--- src/hdl/flc_pkg.sv ---
// Shared types, field widths and the base-6 digit helper for the stencil candidate block.
package flc_pkg;

   localparam int CODE_W  = 30;
   localparam int INDEX_W = 8;
   localparam int LEVEL_W = 4;
   localparam int KIND_W  = 2;
   localparam int DIGIT_W = 3;
   localparam int STENCIL_DIGITS = 3;

   localparam logic [LEVEL_W-1:0] LEVEL_RESET = 4'd10;

   typedef enum logic [KIND_W-1:0] {
      KIND_OUTSIDE     = 2'd0,
      KIND_SELF        = 2'd1,
      KIND_NEAR        = 2'd2,
      KIND_INTERACTION = 2'd3
   } kind_type;

   typedef struct packed {
      logic [5:0]         quo;
      logic [DIGIT_W-1:0] rem;
   } div6_type;

   // 8-bit value / 6 by reciprocal: (v * 171) >> 10 is exact for v < 256
   function automatic div6_type div6(input logic [INDEX_W-1:0] v);
      logic [15:0]        prod;
      logic [5:0]         q;
      logic [INDEX_W-1:0] back;
      div6_type           res;
      prod     = {8'd0, v} * 16'd171;
      q        = prod[15:10];
      back     = v - INDEX_W'({2'd0, q} * 8'd6);
      res.quo  = q;
      res.rem  = back[DIGIT_W-1:0];
      return res;
   endfunction

endpackage

--- src/hdl/flc_if.sv ---
// Valid/ready channel interfaces for request and response words.
interface flc_req_if
   import flc_pkg::*;
   ();
   logic                valid;
   logic                ready;
   logic [CODE_W-1:0]   cell_code;
   logic [INDEX_W-1:0]  offset_index;

   modport source (output valid, output cell_code, output offset_index, input ready);
   modport sink   (input valid, input cell_code, input offset_index, output ready);
endinterface

interface flc_rsp_if
   import flc_pkg::*;
   ();
   logic                valid;
   logic                ready;
   logic [CODE_W-1:0]   candidate_code;
   kind_type            kind;

   modport source (output valid, output candidate_code, output kind, input ready);
   modport sink   (input valid, input candidate_code, input kind, output ready);
endinterface

--- src/hdl/fmm_interaction_list_candidate.sv ---
// Top level: FMM interaction stencil candidate id and class per request word.
// A request word passes the input register, then the result register, before
// response valid; throughput one word per cycle unless the response side stalls,
// set by the single combinational pass between the two registers.
// Reset (synchronous, active high) clears both stage valids and sets
// tree_level to 10.
module fmm_interaction_list_candidate
   import flc_pkg::*;
#(
   parameter int DIMS      = 3,
   parameter int MAX_LEVEL = 10
) (
   input  logic               clock,
   input  logic               reset,
   input  logic               csr_write_en,
   input  logic [LEVEL_W-1:0] csr_write_data,
   flc_req_if.sink            req_word,
   flc_rsp_if.source          rsp_word
);

   // candidate coordinate width: sign, carry, and room for offsets of +-3
   localparam int CW = MAX_LEVEL + 3;

   logic [LEVEL_W-1:0]  level_ff, level_in;

   logic                s1_valid_ff, s1_valid_in;
   logic [CODE_W-1:0]   s1_code_ff;
   logic [INDEX_W-1:0]  s1_index_ff;

   logic                s2_valid_ff, s2_valid_in;
   logic [CODE_W-1:0]   s2_code_ff, s2_code_in;
   kind_type            s2_kind_ff, s2_kind_in;

   logic                s2_load;
   logic                s1_load;

   logic [LEVEL_W-1:0]          level_eff;
   div6_type                    dv0, dv1, dv2;
   logic [DIGIT_W-1:0]          digit [STENCIL_DIGITS];
   logic [MAX_LEVEL-1:0]        coord [DIMS];
   logic signed [3:0]           off   [DIMS];
   logic signed [CW-1:0]        cand  [DIMS];
   logic                        outside, near, self_hit;
   logic [CODE_W-1:0]           code_c;

   assign s2_load = !s2_valid_ff || rsp_word.ready;
   assign s1_load = !s1_valid_ff || s2_load;

   assign req_word.ready = s1_load;

   assign level_in    = csr_write_en ? csr_write_data : level_ff;
   assign s1_valid_in = s1_load ? req_word.valid : s1_valid_ff;
   assign s2_valid_in = s2_load ? s1_valid_ff : s2_valid_ff;

   always_comb begin
      level_eff = (level_ff > LEVEL_W'(MAX_LEVEL)) ? LEVEL_W'(MAX_LEVEL) : level_ff;

      dv0 = div6(s1_index_ff);
      dv1 = div6({2'd0, dv0.quo});
      dv2 = div6({2'd0, dv1.quo});
      digit[0] = dv0.rem;
      digit[1] = dv1.rem;
      digit[2] = dv2.rem;

      outside  = 1'b0;
      near     = 1'b1;
      self_hit = 1'b1;
      code_c   = '0;

      for (int d = 0; d < DIMS; d++) begin
         for (int b = 0; b < MAX_LEVEL; b++) begin
            coord[d][b] = s1_code_ff[b*DIMS + d];
         end
         // offset spans -2..3 for even coordinate, -3..2 for odd
         off[d]  = $signed({1'b0, digit[d]}) - 4'sd2 - $signed({3'b000, coord[d][0]});
         cand[d] = $signed({3'b000, coord[d]}) + CW'(off[d]);
         if (off[d] < -4'sd1 || off[d] > 4'sd1) begin
            near = 1'b0;
         end
         if (off[d] != 4'sd0) begin
            self_hit = 1'b0;
         end
         if (cand[d][CW-1] || ((cand[d][CW-2:0] >> level_eff) != '0)) begin
            outside = 1'b1;
         end
         for (int b = 0; b < MAX_LEVEL; b++) begin
            code_c[b*DIMS + d] = cand[d][b];
         end
      end

      if (outside) begin
         s2_code_in = '0;
         s2_kind_in = KIND_OUTSIDE;
      end else begin
         s2_code_in = code_c;
         if (self_hit) begin
            s2_kind_in = KIND_SELF;
         end else if (near) begin
            s2_kind_in = KIND_NEAR;
         end else begin
            s2_kind_in = KIND_INTERACTION;
         end
      end
   end

   always_ff @(posedge clock) begin
      if (reset) begin
         level_ff    <= LEVEL_RESET;
         s1_valid_ff <= 1'b0;
         s2_valid_ff <= 1'b0;
      end else begin
         level_ff    <= level_in;
         s1_valid_ff <= s1_valid_in;
         s2_valid_ff <= s2_valid_in;
      end
   end

   always_ff @(posedge clock) begin
      if (s1_load) begin
         s1_code_ff  <= req_word.cell_code;
         s1_index_ff <= req_word.offset_index;
      end
      if (s2_load) begin
         s2_code_ff <= s2_code_in;
         s2_kind_ff <= s2_kind_in;
      end
   end

   assign rsp_word.valid          = s2_valid_ff;
   assign rsp_word.candidate_code = s2_code_ff;
   assign rsp_word.kind           = s2_kind_ff;

endmodule

--- src/flat_wrapper.sv ---
// flat-port wrapper written by rule: the top's interface ports become plain ports
module fmm_interaction_list_candidate_flat import flc_pkg::*;
#(
   parameter int DIMS      = 3,
   parameter int MAX_LEVEL = 10
)
  (clock, reset, csr_write_en, csr_write_data, req_word_valid, req_word_cell_code, req_word_offset_index, req_word_ready, rsp_word_valid, rsp_word_candidate_code, rsp_word_kind, rsp_word_ready);
  flc_req_if req_word_i ();
  flc_rsp_if rsp_word_i ();
  input  logic clock;
  input  logic reset;
  input  logic csr_write_en;
  input  logic [LEVEL_W-1:0] csr_write_data;
  input wire logic [$bits(req_word_i.valid)-1:0] req_word_valid;
  input wire logic [$bits(req_word_i.cell_code)-1:0] req_word_cell_code;
  input wire logic [$bits(req_word_i.offset_index)-1:0] req_word_offset_index;
  output wire logic [$bits(req_word_i.ready)-1:0] req_word_ready;
  output wire logic [$bits(rsp_word_i.valid)-1:0] rsp_word_valid;
  output wire logic [$bits(rsp_word_i.candidate_code)-1:0] rsp_word_candidate_code;
  output wire logic [$bits(rsp_word_i.kind)-1:0] rsp_word_kind;
  input wire logic [$bits(rsp_word_i.ready)-1:0] rsp_word_ready;
  assign req_word_i.valid = req_word_valid;
  assign req_word_i.cell_code = req_word_cell_code;
  assign req_word_i.offset_index = req_word_offset_index;
  assign req_word_ready = req_word_i.ready;
  assign rsp_word_valid = rsp_word_i.valid;
  assign rsp_word_candidate_code = rsp_word_i.candidate_code;
  assign rsp_word_kind = rsp_word_i.kind;
  assign rsp_word_i.ready = rsp_word_ready;
  fmm_interaction_list_candidate #(.DIMS(DIMS), .MAX_LEVEL(MAX_LEVEL)) u_core (.clock(clock), .reset(reset), .csr_write_en(csr_write_en), .csr_write_data(csr_write_data), .req_word(req_word_i), .rsp_word(rsp_word_i));
endmodule
--- config.mk ---
export PLATFORM = sky130hd
export DESIGN_NAME = fmm_interaction_list_candidate_flat
export DESIGN_NICKNAME = d
export VERILOG_FILES = /design/src/hdl/flc_pkg.sv /design/src/hdl/flc_if.sv /design/src/hdl/fmm_interaction_list_candidate.sv /design/src/flat_wrapper.sv
export SDC_FILE = /design/constraint.sdc
export NUM_CORES = 1
export LEC_CHECK = 0
export ABC_AREA = 1
export BUFFER_PORTS_ARGS = -buffer_cell sky130_fd_sc_hd__buf_2
export CORE_UTILIZATION = 60
export DETAILED_ROUTE_END_ITERATION = 12
export GPL_ROUTABILITY_DRIVEN = 0
export PLACE_DENSITY = 0.82
export SLEW_MARGIN = 0
export SYNTH_ARGS = -nofsm -noshare
export SYNTH_HDL_FRONTEND = slang
export SYNTH_SLANG_ARGS = --single-unit
--- constraint.sdc ---
create_clock -name clock -period 12.9 [get_ports clock]
set_input_delay 0.645 -clock clock [delete_from_list [all_inputs] [get_ports clock]]
set_output_delay 0.645 -clock clock [all_outputs]
set_load 0.02 [all_outputs]
==> impl_metrics.json <==
{
  "status": "complete, no violations",
  "cts-buffers-inserted": 9,
  "seq_area_um2": 2222,
  "skew_ps": 7.587,
  "worst-setup-path-type": "reg2reg",
  "max_stage_delay_ps": 540,
  "viasPerCell": 5.262,
  "die_height_um": 110.5,
  "cts_root_buffer": "clkbuf_16",
  "grt_pass1_vias": 5300,
  "place_inst": 1032,
  "cts_htree_levels": 3,
  "cts_tree": "done",
  "synth_nets": 993,
  "yosysUniqueCellTypes": 44,
  "clk_latency_ps": 340,
  "worstPathArrival_ps": 12020,
  "timing.rr.start": "u_core.s1_index_ff[1]$_DFFE_PP_",
  "synth_top_area_cell": "edfxtp_1",
  "final_cells": 1048,
  "synth-async-reset-ratio_pct": 0,
  "ys_top_cells_by_area": "edfxtp_1, ha_1, nand2_1",
  "multi_input_area_um2": 4203,
  "relSlewSlack_pct": 57.59,
  "die-area_um2": 12220,
  "num-fill-cells": 872,
  "worst_pin_slew_ps": 634.0,
  "final_common_cell": "nand2_1",
  "antenna_found_initial": 0,
  "crit_required_ps": 13100,
  "routed_wl_um": 14010,
  "synth_edf_count": 70,
  "hp-class": "reg2reg",
  "cap_violations": 0,
  "io_pins": 81,
  "yosysTopAreaCellShare_pct": 29.75,
  "clk_pin_slew_ps": 60,
  "numPortBuffers": 80,
  "placed_area_um2": 7609,
  "cp-end-kind": "flip-flop",
  "fp.dieW_um": 110.5,
  "cts_hold_buf": 0,
  "grt_pass1_wl_um": 24010,
  "design_area_um2": 8004,
  "synth-seq-cells": 76,
  "finalSetupViolations": 0,
  "yosys_most_used_dff": "edfxtp_1",
  "drive_gt1_share_pct": 16.80,
  "finalCritPeriodShare_pct": 91.62,
  "synthCells": 814,
  "ys.warnings.count": 0,
  "hold_start": "u_core.s1_valid_ff$_SDFFE_PP0P_",
  "start_kind": "flip-flop",
  "critPathBufInv": 10,
  "rows": 39,
  "vias": 5515,
  "wire_per_inst_um": 13.37,
  "first_pass_iters": 5,
  "fin_crit_ps": 11820,
  "first_iter_violations": 389,
  "track_usage_pct": 24.39,
  "final_cell_mix": "nand2_1, inv_1, ha_1",
  "fmax_mhz": 84.61,
  "crit_family": "adder cells",
  "crit_top_cell": "nand2_1",
  "fin_hold_ws_ps": 467.2,
  "rsz0062_at_grt": "false",
  "cp_max_fo": 21,
  "reg2reg_slack_ps": 1080,
  "finalHoldViolCount": 0,
  "n_antenna_cell": 0,
  "nets": 1079,
  "r2r_cells": 63,
  "netlist_area_um2": 7067,
  "ctsLongestPathBuffers": 2,
  "syn_to_final_growth_pct": 13.26,
  "clock_sink_count": 76,
  "design.core.area_um2": 11470,
  "syn-mean-instance-area_um2": 8.682,
  "ctsResizeCount": 0,
  "initial_core_util_pct": 61.63,
  "slew_viol_final": 0,
  "route.detailed.drc": 0,
  "r2r-end": "u_core.rsp_word.candidate_code[26]$_SDFFCE_PP0P_",
  "cpMaxStageDelayCell": "fa_1",
  "whs_path_depth": 2,
  "post_cts_buffers": 0,
  "overflow": 0,
  "ant_nets": 0,
  "ys_seq_area_share_pct": 31.44,
  "holdPathEnd": "u_core.rsp_word.valid$_SDFFE_PP0P_",
  "dpl.hpwl_um": 10880,
  "grt_max_degree": 41,
  "fin_tns_setup_ps": 0
}
==> synth_stat cells (all sizes together) (2+ instances only) <==
master	count
nand2	164
dfxtp	6
edfxtp	70
o211ai	6
o221ai	2
nor2	70
ha	111
clkbuf	2
inv	155
xor2	26
o21ai	28
and2	2
nand4	12
nand3b	2
clkinv	2
a21o	5
buf	6
a21oi	36
o22ai	3
nor3	2
o21bai	6
nor4	4
nand3	50
fa	21
xnor2	16
==> how the worst max path moves through the flow <==
stage | start | to | slack (ps) | cells after the start
after floorplan | u_core.s1_index_ff[1]$_DFFE_PP_ | u_core.rsp_word.kind[0]$_SDFFCE_PP0P_ | 2430 | 63
after global placement | u_core.s1_index_ff[1]$_DFFE_PP_ | u_core.rsp_word.candidate_code[17]$_SDFFCE_PP0P_ | 1320 | 63
after detailed placement | u_core.s1_index_ff[1]$_DFFE_PP_ | u_core.rsp_word.candidate_code[11]$_SDFFCE_PP0P_ | 930 | 63
after CTS | u_core.s1_index_ff[1]$_DFFE_PP_ | u_core.rsp_word.candidate_code[26]$_SDFFCE_PP0P_ | 840 | 63
after global routing | u_core.s1_index_ff[1]$_DFFE_PP_ | u_core.rsp_word.candidate_code[20]$_SDFFCE_PP0P_ | 140 | 65
final | u_core.s1_index_ff[1]$_DFFE_PP_ | u_core.rsp_word.candidate_code[26]$_SDFFCE_PP0P_ | 1080 | 63
==> worst register-to-register path, delay by kind of cell, from the launching register on <==
| kind | cells | cell delay (ps) |
|---|---|---|
| fa+ha+maj | 14 | 5060 |
| compound gates | 8 | 1570 |
| xor+xnor | 4 | 970 |
| flops | 1 | 470 |
| buf+inv | 10 | 880 |
| simple gates | 27 | 2740 |
==> state kept, by name (all words and copies together), names as in the netlist <==
signal,cells
u_core.rsp_word.kind,2
u_core.level_ff,4
u_core.s1_valid_ff,1
u_core.rsp_word.valid,1
u_core.s1_code_ff,30
u_core.rsp_word.candidate_code,30
u_core.s1_index_ff,8
==> layout make-up <==
cell class | instances | area share, %
clock buffers | 9 | 2.814
clock inverters | 7 | 2.032
inverters | 157 | 7.363
multi-input cells | 573 | 52.51
flip-flops and latches | 76 | 27.76
well taps | 143 | 2.235
repair buffers | 83 | 5.284
==> layer usage <==
layer | routed length (um) | track usage, %
met3 | 833 | 4.720
met2 | 6516 | 40.58
met1 | 6354 | 32.16
met4 | 307 | 7.556
met5 | 0 | 0
==> logic make-up after synthesis <==
family / synth area share [%]
AND/OR/NAND/NOR: 20.63
buffers and inverters: 9.260
adder cells (fa/ha/maj): 25.60
flip-flops: 31.44
AO/OA/AOI/OAI: 7.383
XOR/XNOR: 5.683
==> per-stage QoR <==
stage	setup WS, ps	util, %
floorplan	2430	-
CTS	837.3	69.73
detailed placement	934.3	66.35
finish	1081	69.80
global placement	1325	66.35
global route	136.8	69.80
Power is not shown: default switching activity piles up to over one toggle a cycle in this logic, so the estimate is an artifact.
